## config.mk

```make
export PLATFORM = sky130hd
export DESIGN_NAME = bit_slice_read_write
export DESIGN_NICKNAME = d
export VERILOG_FILES = /design/src/rtl/bsrw_pkg.sv /design/src/rtl/bsrw_byte_ram.sv /design/src/rtl/bsrw_serial_unit.sv /design/src/rtl/bit_slice_read_write.sv
export SDC_FILE = /design/constraint.sdc
export NUM_CORES = 2
export LEC_CHECK = 0
export CORE_AREA = 2 2 398 400
export DETAILED_ROUTE_END_ITERATION = 7
export DIE_AREA = 0 0 400 402
export DONT_BUFFER_PORTS = 1
export GPL_ROUTABILITY_DRIVEN = 0
export PLACE_DENSITY = 0.77
export SLEW_MARGIN = 25
export SYNTH_ARGS = -nofsm -noshare
export SYNTH_HDL_FRONTEND = slang
export SYNTH_SLANG_ARGS = --single-unit
```

## constraint.sdc

```tcl
create_clock -name clk -period 10.17 [get_ports clk]
set_clock_uncertainty 0.15 [all_clocks]
set_input_delay 1.5255 -clock clk [delete_from_list [all_inputs] [get_ports clk]]
set_output_delay 1.5255 -clock clk [all_outputs]
set_load 0.01 [all_outputs]
```

## src/rtl/bsrw_pkg.sv

```systemverilog
`default_nettype none
package bsrw_pkg;

  localparam int BYTE_BITS = 8;
  localparam int DATA_W    = 64;
  localparam int START_W   = 11;
  localparam int LEN_W     = 7;

  localparam logic REQ_READ  = 1'b0;
  localparam logic REQ_WRITE = 1'b1;

  typedef enum logic [2:0] {
    ST_IDLE   = 3'b001,
    ST_RUN    = 3'b010,
    ST_FINISH = 3'b100
  } state_t;

  typedef struct packed {
    logic load;
    logic step;
  } ctrl_t;

endpackage
`default_nettype wire

```

## src/rtl/bsrw_byte_ram.sv

```systemverilog
`default_nettype none
module bsrw_byte_ram #(
  parameter int STORE_BYTES = 256,
  parameter int AW          = $clog2(STORE_BYTES)
) (
  input  wire logic                            clk,
  input  wire logic                            re,
  input  wire logic [AW-1:0]                   raddr,
  output logic [bsrw_pkg::BYTE_BITS-1:0]       rdata,
  input  wire logic                            we,
  input  wire logic [AW-1:0]                   waddr,
  input  wire logic [bsrw_pkg::BYTE_BITS-1:0]  wdata
);

  logic [bsrw_pkg::BYTE_BITS-1:0] mem [STORE_BYTES];

  always_ff @(posedge clk) begin
    if (we) begin
      mem[waddr] <= wdata;
    end
    if (re) begin
      rdata <= mem[raddr];
    end
  end

endmodule
`default_nettype wire

```

## src/rtl/bsrw_serial_unit.sv

```systemverilog
`default_nettype none
module bsrw_serial_unit #(
  parameter int MAX_SLICE_BITS = 64,
  parameter int AW             = 8,
  parameter int NB             = (MAX_SLICE_BITS + 14) / 8
) (
  input  wire logic                              clk,
  input  wire logic                              rst,
  input  wire bsrw_pkg::ctrl_t                   ctrl,
  input  wire logic                              is_write,
  input  wire logic [bsrw_pkg::START_W-1:0]      start,
  input  wire logic [bsrw_pkg::LEN_W-1:0]        len,
  input  wire logic [bsrw_pkg::DATA_W-1:0]       data,
  output logic                                   re,
  output logic [AW-1:0]                          raddr,
  input  wire logic [bsrw_pkg::BYTE_BITS-1:0]    rdata,
  output logic                                   we,
  output logic [AW-1:0]                          waddr,
  output logic [bsrw_pkg::BYTE_BITS-1:0]         wdata,
  output logic [MAX_SLICE_BITS-1:0]              slice
);

  localparam int BB = bsrw_pkg::BYTE_BITS;
  localparam int SW = NB * BB;

  logic [SW-1:0]             mask_sr;
  logic [SW-1:0]             data_sr;
  logic [SW-1:0]             acc;
  logic [AW-1:0]             ptr;
  logic [2:0]                off;
  logic                      wr;
  logic                      p_valid;
  logic [BB-1:0]             p_mask;
  logic [BB-1:0]             p_data;
  logic [AW-1:0]             p_addr;
  logic [MAX_SLICE_BITS-1:0] therm;
  logic [SW-1:0]             shifted;

  always_comb begin
    for (int i = 0; i < MAX_SLICE_BITS; i++) begin
      therm[i] = (bsrw_pkg::LEN_W'(i) < len);
    end
  end

  always_ff @(posedge clk) begin
    if (ctrl.load) begin
      mask_sr <= SW'(therm) << start[2:0];
      data_sr <= SW'(data[MAX_SLICE_BITS-1:0]) << start[2:0];
      ptr     <= AW'(start[bsrw_pkg::START_W-1:3]);
      off     <= start[2:0];
      wr      <= is_write;
    end else if (ctrl.step) begin
      mask_sr <= mask_sr >> BB;
      data_sr <= data_sr >> BB;
      ptr     <= ptr + AW'(1);
    end
    if (ctrl.step) begin
      p_mask <= mask_sr[BB-1:0];
      p_data <= data_sr[BB-1:0];
      p_addr <= ptr;
    end
    if (p_valid) begin
      acc <= {rdata & p_mask, acc[SW-1:BB]};
    end
  end

  always_ff @(posedge clk) begin
    if (rst) begin
      p_valid <= 1'b0;
    end else begin
      p_valid <= ctrl.step;
    end
  end

  assign re    = ctrl.step & (|mask_sr[BB-1:0]);
  assign raddr = ptr;
  assign we    = p_valid & wr & (|p_mask);
  assign waddr = p_addr;
  assign wdata = (rdata & ~p_mask) | (p_data & p_mask);

  assign shifted = acc >> off;
  assign slice   = shifted[MAX_SLICE_BITS-1:0];

endmodule
`default_nettype wire

```

## src/rtl/bit_slice_read_write.sv

```systemverilog
`default_nettype none
// Bit-addressable byte store. Each request reads or writes a slice of
// 1 to MAX_SLICE_BITS bits starting at any bit position; store bits are
// LSB-first within each byte. Reads return the slice right-aligned with
// zeros above the length; writes merge the low bit_len bits of write_data
// and return zero. A slice past the store end, or a bad length, sets
// range_error and leaves the store untouched. The slice is moved one byte
// per cycle as a read-modify-write through the byte RAM's read and write
// ports; a rejected request skips the byte moves and goes straight to
// the result. A new request is taken once the previous one has moved to
// the output register.
// Store contents are undefined until written.
module bit_slice_read_write #(
  parameter int STORE_BYTES    = 256,
  parameter int MAX_SLICE_BITS = 64
) (
  input  wire logic                           clk,
  input  wire logic                           rst,
  input  wire logic                           in_valid,
  output logic                                in_ready,
  input  wire logic                           req_type,
  input  wire logic [bsrw_pkg::START_W-1:0]   bit_start,
  input  wire logic [bsrw_pkg::LEN_W-1:0]     bit_len,
  input  wire logic [bsrw_pkg::DATA_W-1:0]    write_data,
  output logic                                out_valid,
  input  wire logic                           out_ready,
  output logic [bsrw_pkg::DATA_W-1:0]         read_data,
  output logic                                range_error
);

  localparam int AW         = $clog2(STORE_BYTES);
  localparam int NB         = (MAX_SLICE_BITS + 14) / 8;
  localparam int CW         = $clog2(NB + 1);
  localparam int TOTAL_BITS = STORE_BYTES * bsrw_pkg::BYTE_BITS;

  bsrw_pkg::state_t state;
  bsrw_pkg::ctrl_t  ctrl;
  logic [CW-1:0]    cnt;
  logic             err;
  logic             wr;
  logic             accept;
  logic             bad;
  logic             out_load;
  logic             re;
  logic             we;
  logic [AW-1:0]    raddr;
  logic [AW-1:0]    waddr;
  logic [bsrw_pkg::BYTE_BITS-1:0] rdata;
  logic [bsrw_pkg::BYTE_BITS-1:0] wdata;
  logic [MAX_SLICE_BITS-1:0]      slice;

  assign in_ready = (state == bsrw_pkg::ST_IDLE);
  assign accept   = in_valid & in_ready;
  assign bad      = (bit_len == '0)
                 || (32'(bit_len) > 32'(MAX_SLICE_BITS))
                 || ((32'(bit_start) + 32'(bit_len)) > 32'(TOTAL_BITS));
  assign out_load = (state == bsrw_pkg::ST_FINISH) & (~out_valid | out_ready);

  assign ctrl.load = accept & ~bad;
  assign ctrl.step = (state == bsrw_pkg::ST_RUN) & (cnt < CW'(NB));

  always_ff @(posedge clk) begin
    if (rst) begin
      state     <= bsrw_pkg::ST_IDLE;
      cnt       <= '0;
      out_valid <= 1'b0;
    end else begin
      unique case (state)
        bsrw_pkg::ST_IDLE: begin
          if (accept) begin
            cnt   <= '0;
            state <= bad ? bsrw_pkg::ST_FINISH : bsrw_pkg::ST_RUN;
          end
        end
        bsrw_pkg::ST_RUN: begin
          cnt <= cnt + CW'(1);
          if (cnt == CW'(NB)) begin
            state <= bsrw_pkg::ST_FINISH;
          end
        end
        bsrw_pkg::ST_FINISH: begin
          if (out_load) begin
            state <= bsrw_pkg::ST_IDLE;
          end
        end
        default: begin
          state <= bsrw_pkg::ST_IDLE;
        end
      endcase
      if (out_load) begin
        out_valid <= 1'b1;
      end else if (out_ready) begin
        out_valid <= 1'b0;
      end
    end
  end

  always_ff @(posedge clk) begin
    if (accept) begin
      err <= bad;
      wr  <= (req_type == bsrw_pkg::REQ_WRITE);
    end
    if (out_load) begin
      range_error <= err;
      read_data   <= (err | wr) ? '0 : bsrw_pkg::DATA_W'(slice);
    end
  end

  bsrw_serial_unit #(
    .MAX_SLICE_BITS (MAX_SLICE_BITS),
    .AW             (AW),
    .NB             (NB)
  ) u_serial (
    .clk      (clk),
    .rst      (rst),
    .ctrl     (ctrl),
    .is_write (req_type == bsrw_pkg::REQ_WRITE),
    .start    (bit_start),
    .len      (bit_len),
    .data     (write_data),
    .re       (re),
    .raddr    (raddr),
    .rdata    (rdata),
    .we       (we),
    .waddr    (waddr),
    .wdata    (wdata),
    .slice    (slice)
  );

  bsrw_byte_ram #(
    .STORE_BYTES (STORE_BYTES),
    .AW          (AW)
  ) u_ram (
    .clk   (clk),
    .re    (re),
    .raddr (raddr),
    .rdata (rdata),
    .we    (we),
    .waddr (waddr),
    .wdata (wdata)
  );

endmodule
`default_nettype wire

```

# Yosys cells after proc, flatten, opt, wreduce, memory -nomap -nowiden
# Memory sizes are Yosys's and may differ from the RTL's. A register that Yosys moved wholly into a read port is not among the register bits.
# Index checks and enable logic that the tools add are counted.
word_totals:
  output_inout_bits: 67
  regBits: 328
  inputBits: 87
  elab_cells: 141
  ram_bits: 2048
  memories: 1
memory_table:
  columns: ["memory", "depth", "word_bits", "read_ports", "rd_ports_with_merged_regs", "wr", "line_no", "rtl"]
  rows:
  - ["u_ram.mem", 256, 8, 1, 1, 1, "bsrw_byte_ram.sv:15", "logic [bsrw_pkg::BYTE_BITS-1:0] mem [STORE_BYTES];"]
classes:
  add_sub_neg: 3
  n_bitwise: 16
  n_shift: 3
  n_reduce_logical: 10
  order_cmp: 67
  mux: 17
  n_eq_ne: 7
op_table:
  columns: ["cell", "count"]
  rows:
  - ["$mux 72", 4]
  - ["$lt 6x7->1 const A", 32]
  - ["$shl 64x3->72", 2]
  - ["$lt 5x7->1 const A", 16]
  - ["$shr 72x3->64", 1]
  - ["$lt 4x7->1 const A", 8]
  - ["$lt 3x7->1 const A", 4]
  - ["$and 8x8->8", 3]
  - ["$mux 8", 2]
  - ["$reduce_or 8->1", 2]
  - ["$lt 1x7->1 const A", 2]
  - ["$lt 2x7->1 const A", 2]
  - ["$add 11x7->12", 1]
  - ["$gt 12x12->1 const B", 1]
  - ["$mux 3", 4]
  - ["$pmux 3 s3", 1]
  - ["$add 8x1->8 const B", 1]
  - ["$not 8->8", 1]
  - ["$or 8x8->8", 1]
  - ["$pmux 4 s2", 1]
  - ["$and 1x1->1", 7]
  - ["$gt 7x7->1 const B", 1]
  - ["$logic_not 7->1", 1]
  - ["$reduce_bool 2->1", 3]
  - ["other kinds (15)", 22]

# Longest topological paths before layout
depth:
  word_depth: 6
  ltp_mapped: 13
  mapped_depth_nobuf: 10

# Cells and area by module
# From an unflattened synthesis, not the netlist that was laid out.
hier_totals:
  cells_unflattened: 5324
  hier_area_um2: 98406.9
by_module_without_submodules:
  columns: ["mod", "instances", "area_each_um2", "seq_area_each_um2", "cells_per_inst"]
  rows:
  - ["bsrw_byte_ram", 1, 79636.4, 61739.2, 3733]
  - ["bsrw_serial_unit", 1, 15472.3, 7527.2, 1343]
  - ["bit_slice_read_write", 1, 3298.2, 2172.1, 248]

# Least setup slack after synthesis
# Ideal clock, no wire load.
synth_path:
  path_kind: "input to register"
  start: "in bit_start[0] (netlist name)"
  end: "reg u_serial.data_sr[0], enable pin"
  arrival_time_ns: 6.126
  cell_stages: 11
  path_buffers: 2
  setup_ns: 1.265
  required_time_ns: 8.755
  setup_slack_ns: 2.629
  path_cell_list: "ha_1 > fa_1 > a21oi_1 > o21ai_0 > a211oi_1 > a2111oi_2 > o31ai_2 > or2_1 > buf_2 > clkbuf_1 > nand2_1"
synth_via:
  elab_chain_len: 6
synth_lines:
  columns: ["item", "line_no", "rtl"]
  rows:
  - ["from (decl)", "bit_slice_read_write.sv:22", "input wire logic [bsrw_pkg::START_W-1:0] bit_start,"]
  - ["$add 11x7->12", "bit_slice_read_write.sv:56", "|| ((32'(bit_start) + 32'(bit_len)) > 32'(TOTAL_BITS));"]
  - ["$gt 12x12->1", "bit_slice_read_write.sv:56", null]
  - ["$logic_or 1x1->1", "bit_slice_read_write.sv:56", null]
  - ["named net bad", "bit_slice_read_write.sv:42", "logic bad;"]
  - ["$not 1->1", "bit_slice_read_write.sv:59", "assign ctrl.load = accept & ~bad;"]
  - ["$and 1x1->1", "bit_slice_read_write.sv:59", null]
  - ["$reduce_bool 2->1 (no source line)", null, null]
  - ["to (signal assigned)", "bsrw_serial_unit.sv:48", "data_sr <= SW'(data[MAX_SLICE_BITS-1:0]) << start[2:0];"]
  - ["to (signal assigned)", "bsrw_serial_unit.sv:54", "data_sr <= data_sr >> BB;"]
  - ["to (decl)", "bsrw_serial_unit.sv:27", "logic [SW-1:0] data_sr;"]
# The timed path passes the listed nets, and every way through them passes these cells.
# A chain may end at the register's enable or synchronous reset.

# Worst setup path in the final report
layout_path:
  start: "in bit_start[0] (netlist name)"
  end: "reg u_serial.data_sr[51], data pin"
layout_via:
  elab_chain_len: 6
layout_lines:
  columns: ["item", "line_no", "rtl"]
  rows:
  - ["$add 11x7->12", "bit_slice_read_write.sv:56", null]
  - ["$gt 12x12->1", "bit_slice_read_write.sv:56", null]
  - ["$logic_or 1x1->1", "bit_slice_read_write.sv:56", null]
  - ["named net bad", "bit_slice_read_write.sv:42", null]
  - ["$not 1->1", "bit_slice_read_write.sv:59", null]
  - ["$and 1x1->1", "bit_slice_read_write.sv:59", null]
  - ["$mux 72", "bsrw_serial_unit.sv:46", "if (ctrl.load) begin"]
# The timed path passes the listed nets, and every way through them passes these cells.

==> metrics.csv <==
stage;metric;value;unit
run_status;status;completed;
cts;clkSinkCount;2382;
sta;fmax;191.2;MHz
sta;timing.final.ws_setup;4.940;ns
global_route;use_met3;7.868;%
power;combPwrFrac;6.1;%
worst_setup_path;critPathKind;in2reg;
floorplan;ioPinCount;154;
cts;cts_tree;built;
yosys;yosys_warnings;0;
global_route;antenna_found_initial;15;
worst_setup_path;crit_top_cell;buf_4;
cts;cts_buffers;223;
sta;hold_slack;0.2794;ns
global_route;overflow;0;
cts;cts.reportedPaths.clkPinSlew;0.06;ns
placed_design;dp_slack;4.014;ns
route;wl_per_cell;33.11;µm
final_layout;nets;5259;
yosys;ys_ff_latch;2382;
run;max_cap_violations;0;
cts;cts_hold_buf;0;
sta;rsz0062_at_grt;no;
power;p_seq_share;54.1;%
worst_setup_path;critPathMaxFanout;79;
floorplan;die-width;400;µm
final_layout;fin_area;107100;µm²
worst_setup_path;path_depth;12;
route;firstDrtPassIters;6;
yosys;synth_seq_area_share;72.88;%
global_route;grtUsageTotal;30.71;%
worst_setup_path;worstPathArrival;5.66;ns
worst_setup_path;r2r_start;u_serial.raddr[0];
route;num_vias;52400;
worst_setup_path;worst-path-buf-inv;3;
placed_design;dpl_cell_area;100100;µm²
final_layout;finalNonFillerCells;7420;
worst_setup_path;reg2reg_to;u_ram.rdata[5];
route;wl;245700;µm
yosys;synth_cell_types;78;
global_route;grt-busiest-layer;met2;
worst_setup_path;worstSetupEndpointType;flip-flop;
floorplan;die-area;160800;µm²
route;first_iter_violations;8502;
yosys;synth_async_sr_flop_share;0;%
power;p_sw;4.338;mW
route;drc_errors;0;
final_layout;final_util;68.18;%
min_path;min_path_type;reg2reg;
floorplan;die_h;402;µm
sta;hold_violations;0;
power;finalPower;19.94;mW
power;clock_power_share;39.8;%
worst_setup_path;startpoint_type;primary input;
route;detail_route.vias_per_cell;7.062;
yosys;synth_edf_count;2373;
final_layout;areaGrowthSynthToFinish;9.271;%
global_route;grt_pass1_vias;51120;
cts;h-tree-depth;4;
sta;slew_violations;0;
floorplan;start_util;62.39;%
worst_setup_path;crit_family;buffers and inverters;
global_route;grt_pass1_wl;354900;µm
sta;setup_violations;0;
placed_design;place_hpwl;144100;µm
final_layout;fillCellCount;9623;
route;ant_nets;0;
yosys;syn_nets;5271;
yosys;syn_area_per_cell;18.95;µm²
power;intPower;15.60;mW
yosys;syn_area;98020;µm²
cts;postCtsSetupBuffers;0;
worst_setup_path;crit_path_max_incr_delay;0.61;ns
placed_design;io_buffers;0;
final_layout;regArea;71440;µm²
global_route;grt_max_degree;170;
floorplan;fp-row-count;146;
floorplan;core_area;157100;µm²
final_layout;final_layout_size_suffix_gt1_share;20.31;%
worst_setup_path;cp_cell_sequence;ha_1 > fa_1 > a21oi_1 > o21ai_0 > a211oi_1 > a2111oi_2 > o31ai_2 > or2_1 > buf_4 > clkinv_4 > buf_4 > mux2_1;
sta;min_period;5.230;ns
power;p_sw_share;21.76;%
power;p_leak;33.61;nW
worst_setup_path;required;10.60;ns
worst_setup_path;worstSetupStartpoint;bit_start[0];
cts;root_buffer;clkbuf_16;
sta;relSlewSlack;21.62;%
sta;fin_tns_setup;0;ns
power;ir_drop;0.2109;mV
cts;cts_resized;0;
power;power_density;186.1;nW/µm²
yosys;synth_flop_cell;edfxtp_1;
cts;clk_latency;0.87;ns
min_path;holdPathStages;0;
worst_setup_path;endpoint;u_serial.data_sr[51];
placed_design;dp_cells;7002;
sta;timing_worst_slew_pin_value;1.176;ns
yosys;synthCells;5172;
worst_setup_path;crit_slowest_cell;buf_4;
global_route;grtUsageMet1;43.50;%
min_path;hold_start;u_serial.acc[71];
global_route;use_met2;46.07;%
worst_setup_path;reg2reg_slack;5.02;ns
sta;period_share;51.43;%
final_layout;multi_input_area;25140;µm²
worst_setup_path;reg2reg_depth;8;
cts;cts_max_path_buffers;3;
flip-flops by register name, summed over array words and instances, names as in the netlist, 64 cells and up:
signal,cells
read_data,64
u_ram.mem,2048
u_serial.acc,72
u_serial.data_sr,71
u_serial.mask_sr,71
worst register-to-register path, cell delays in order (launching register included):
cell,delay [ns]
edfxtp_1,0.85
buf_4,0.38
buf_12,0.53
mux4_2,0.75
a22o_1,0.29
a221oi_1,0.56
o22ai_1,0.24
nor4_1,0.97
nor3_1,0.15
cells by family (layout without fill, tap and decap cells):
family / count (synthesis) / in the layout / share of synthesized area [%]
flip-flops: 2382 / 2382 / 72.88
multiplexers: 1037 / 1037 / 17.66
AND/OR/NAND/NOR: 763 / 763 / 3.402
AO/OA/AOI/OAI: 606 / 606 / 4.120
buffers and inverters: 362 / 527 / 1.690
adder cells (fa/ha/maj): 13 / 13 / 0.1710
XOR/XNOR: 9 / 9 / 0.08041
other: 0 / 11 / 0
power by group through the flow:
stage / logic [mW] / clock network [mW] / registers, mW
after floorplan: 0.844 / 0 / 11.0
after global placement: 1.17 / 0 / 11.0
after detailed placement: 1.19 / 0 / 11.0
after CTS: 1.20 / 7.97 / 10.8
after global routing: 1.27 / 8.36 / 10.8
final: 1.22 / 7.94 / 10.8
final cells by class:
cell class / instances / area share, %
diodes: 11 / 0.02570
clock buffers: 277 / 5.439
clock inverters: 125 / 0.9392
inverters: 24 / 0.08878
multi-input cells: 2428 / 23.47
flip-flops and latches: 2382 / 66.70
well taps: 2072 / 2.420
repair buffers: 101 / 0.9158
cell usage in the layout (no fill, tap or decap), drive strengths merged, types with 11 or more instances in the layout:
cell type  instances
a211oi            58
a21oi            130
a221oi            31
a22o              16
a22oi             90
a31oi             16
and2              23
and3              15
buf              101
bufinv            13
clkbuf           277
clkinv           106
diode             11
edfxtp          2373
ha                11
inv               25
mux2             207
mux2i            297
mux4             533
nand2            145
nand2b            13
nand3             43
nand4             13
nor2             407
nor2b             23
nor3              32
nor4              16
o21ai            109
o221ai            14
o22ai             53
cells in the mapped netlist (6+ instances only):
| cell type | count | area (µm²) |
|---|---|---|
| edfxtp_1 | 2373 | 71260 |
| a211o_1 | 8 | 70.07 |
| o21ai_0 | 109 | 545.5 |
| clkbuf_1 | 190 | 713.2 |
| o221ai_1 | 14 | 122.6 |
| a211oi_1 | 58 | 435.4 |
| nor2b_1 | 23 | 143.9 |
| ha_1 | 11 | 137.6 |
| o32ai_1 | 9 | 78.83 |
| mux2i_1 | 297 | 2973 |
| buf_4 | 26 | 195.2 |
| mux4_2 | 533 | 12000 |
| o2111ai_1 | 7 | 61.31 |
| nand3b_1 | 6 | 45.04 |
| inv_1 | 19 | 71.32 |
| a22o_1 | 16 | 140.1 |
| nor4_1 | 16 | 100.1 |
| nor2_1 | 407 | 1528 |
| a21o_1 | 7 | 52.55 |
| buf_1 | 47 | 176.4 |
| buf_8 | 8 | 120.1 |
| dfxtp_1 | 9 | 180.2 |
| nor3b_1 | 7 | 52.55 |
| a21oi_1 | 130 | 650.6 |
| and3_1 | 15 | 93.84 |
| mux2_1 | 80 | 900.9 |
| or2_2 | 8 | 50.05 |
| a31oi_1 | 16 | 100.1 |
| nand4_1 | 13 | 81.33 |
| nand3_1 | 43 | 215.2 |
| and2_1 | 22 | 137.6 |
| nor3_1 | 32 | 160.2 |
| a22oi_1 | 90 | 675.7 |
| a221oi_1 | 31 | 271.5 |
| mux2_2 | 127 | 1430 |
| buf_2 | 65 | 325.3 |
| nand2_1 | 145 | 544.3 |
| nand2b_1 | 13 | 81.33 |
| o211ai_1 | 7 | 52.55 |
| o21a_1 | 6 | 45.04 |
| o22ai_1 | 53 | 331.6 |
how the worst min path moves through the flow:
stage | to
after floorplan | u_serial.acc[63]
after global placement | u_serial.acc[63]
after detailed placement | u_serial.acc[63]
after CTS | u_serial.acc[63]
after global routing | u_serial.acc[63]
final | u_serial.acc[63]
metal layers:
layer | up-vias | part of all wire [%]
met1 | 26880 | 36
met3 | 649 | 12
li1 | 21200 | -
met2 | 3652 | 47
met4 | 20 | 4.5
met5 | - | 0.079
Note: power is estimated with default switching activity, not from simulation.
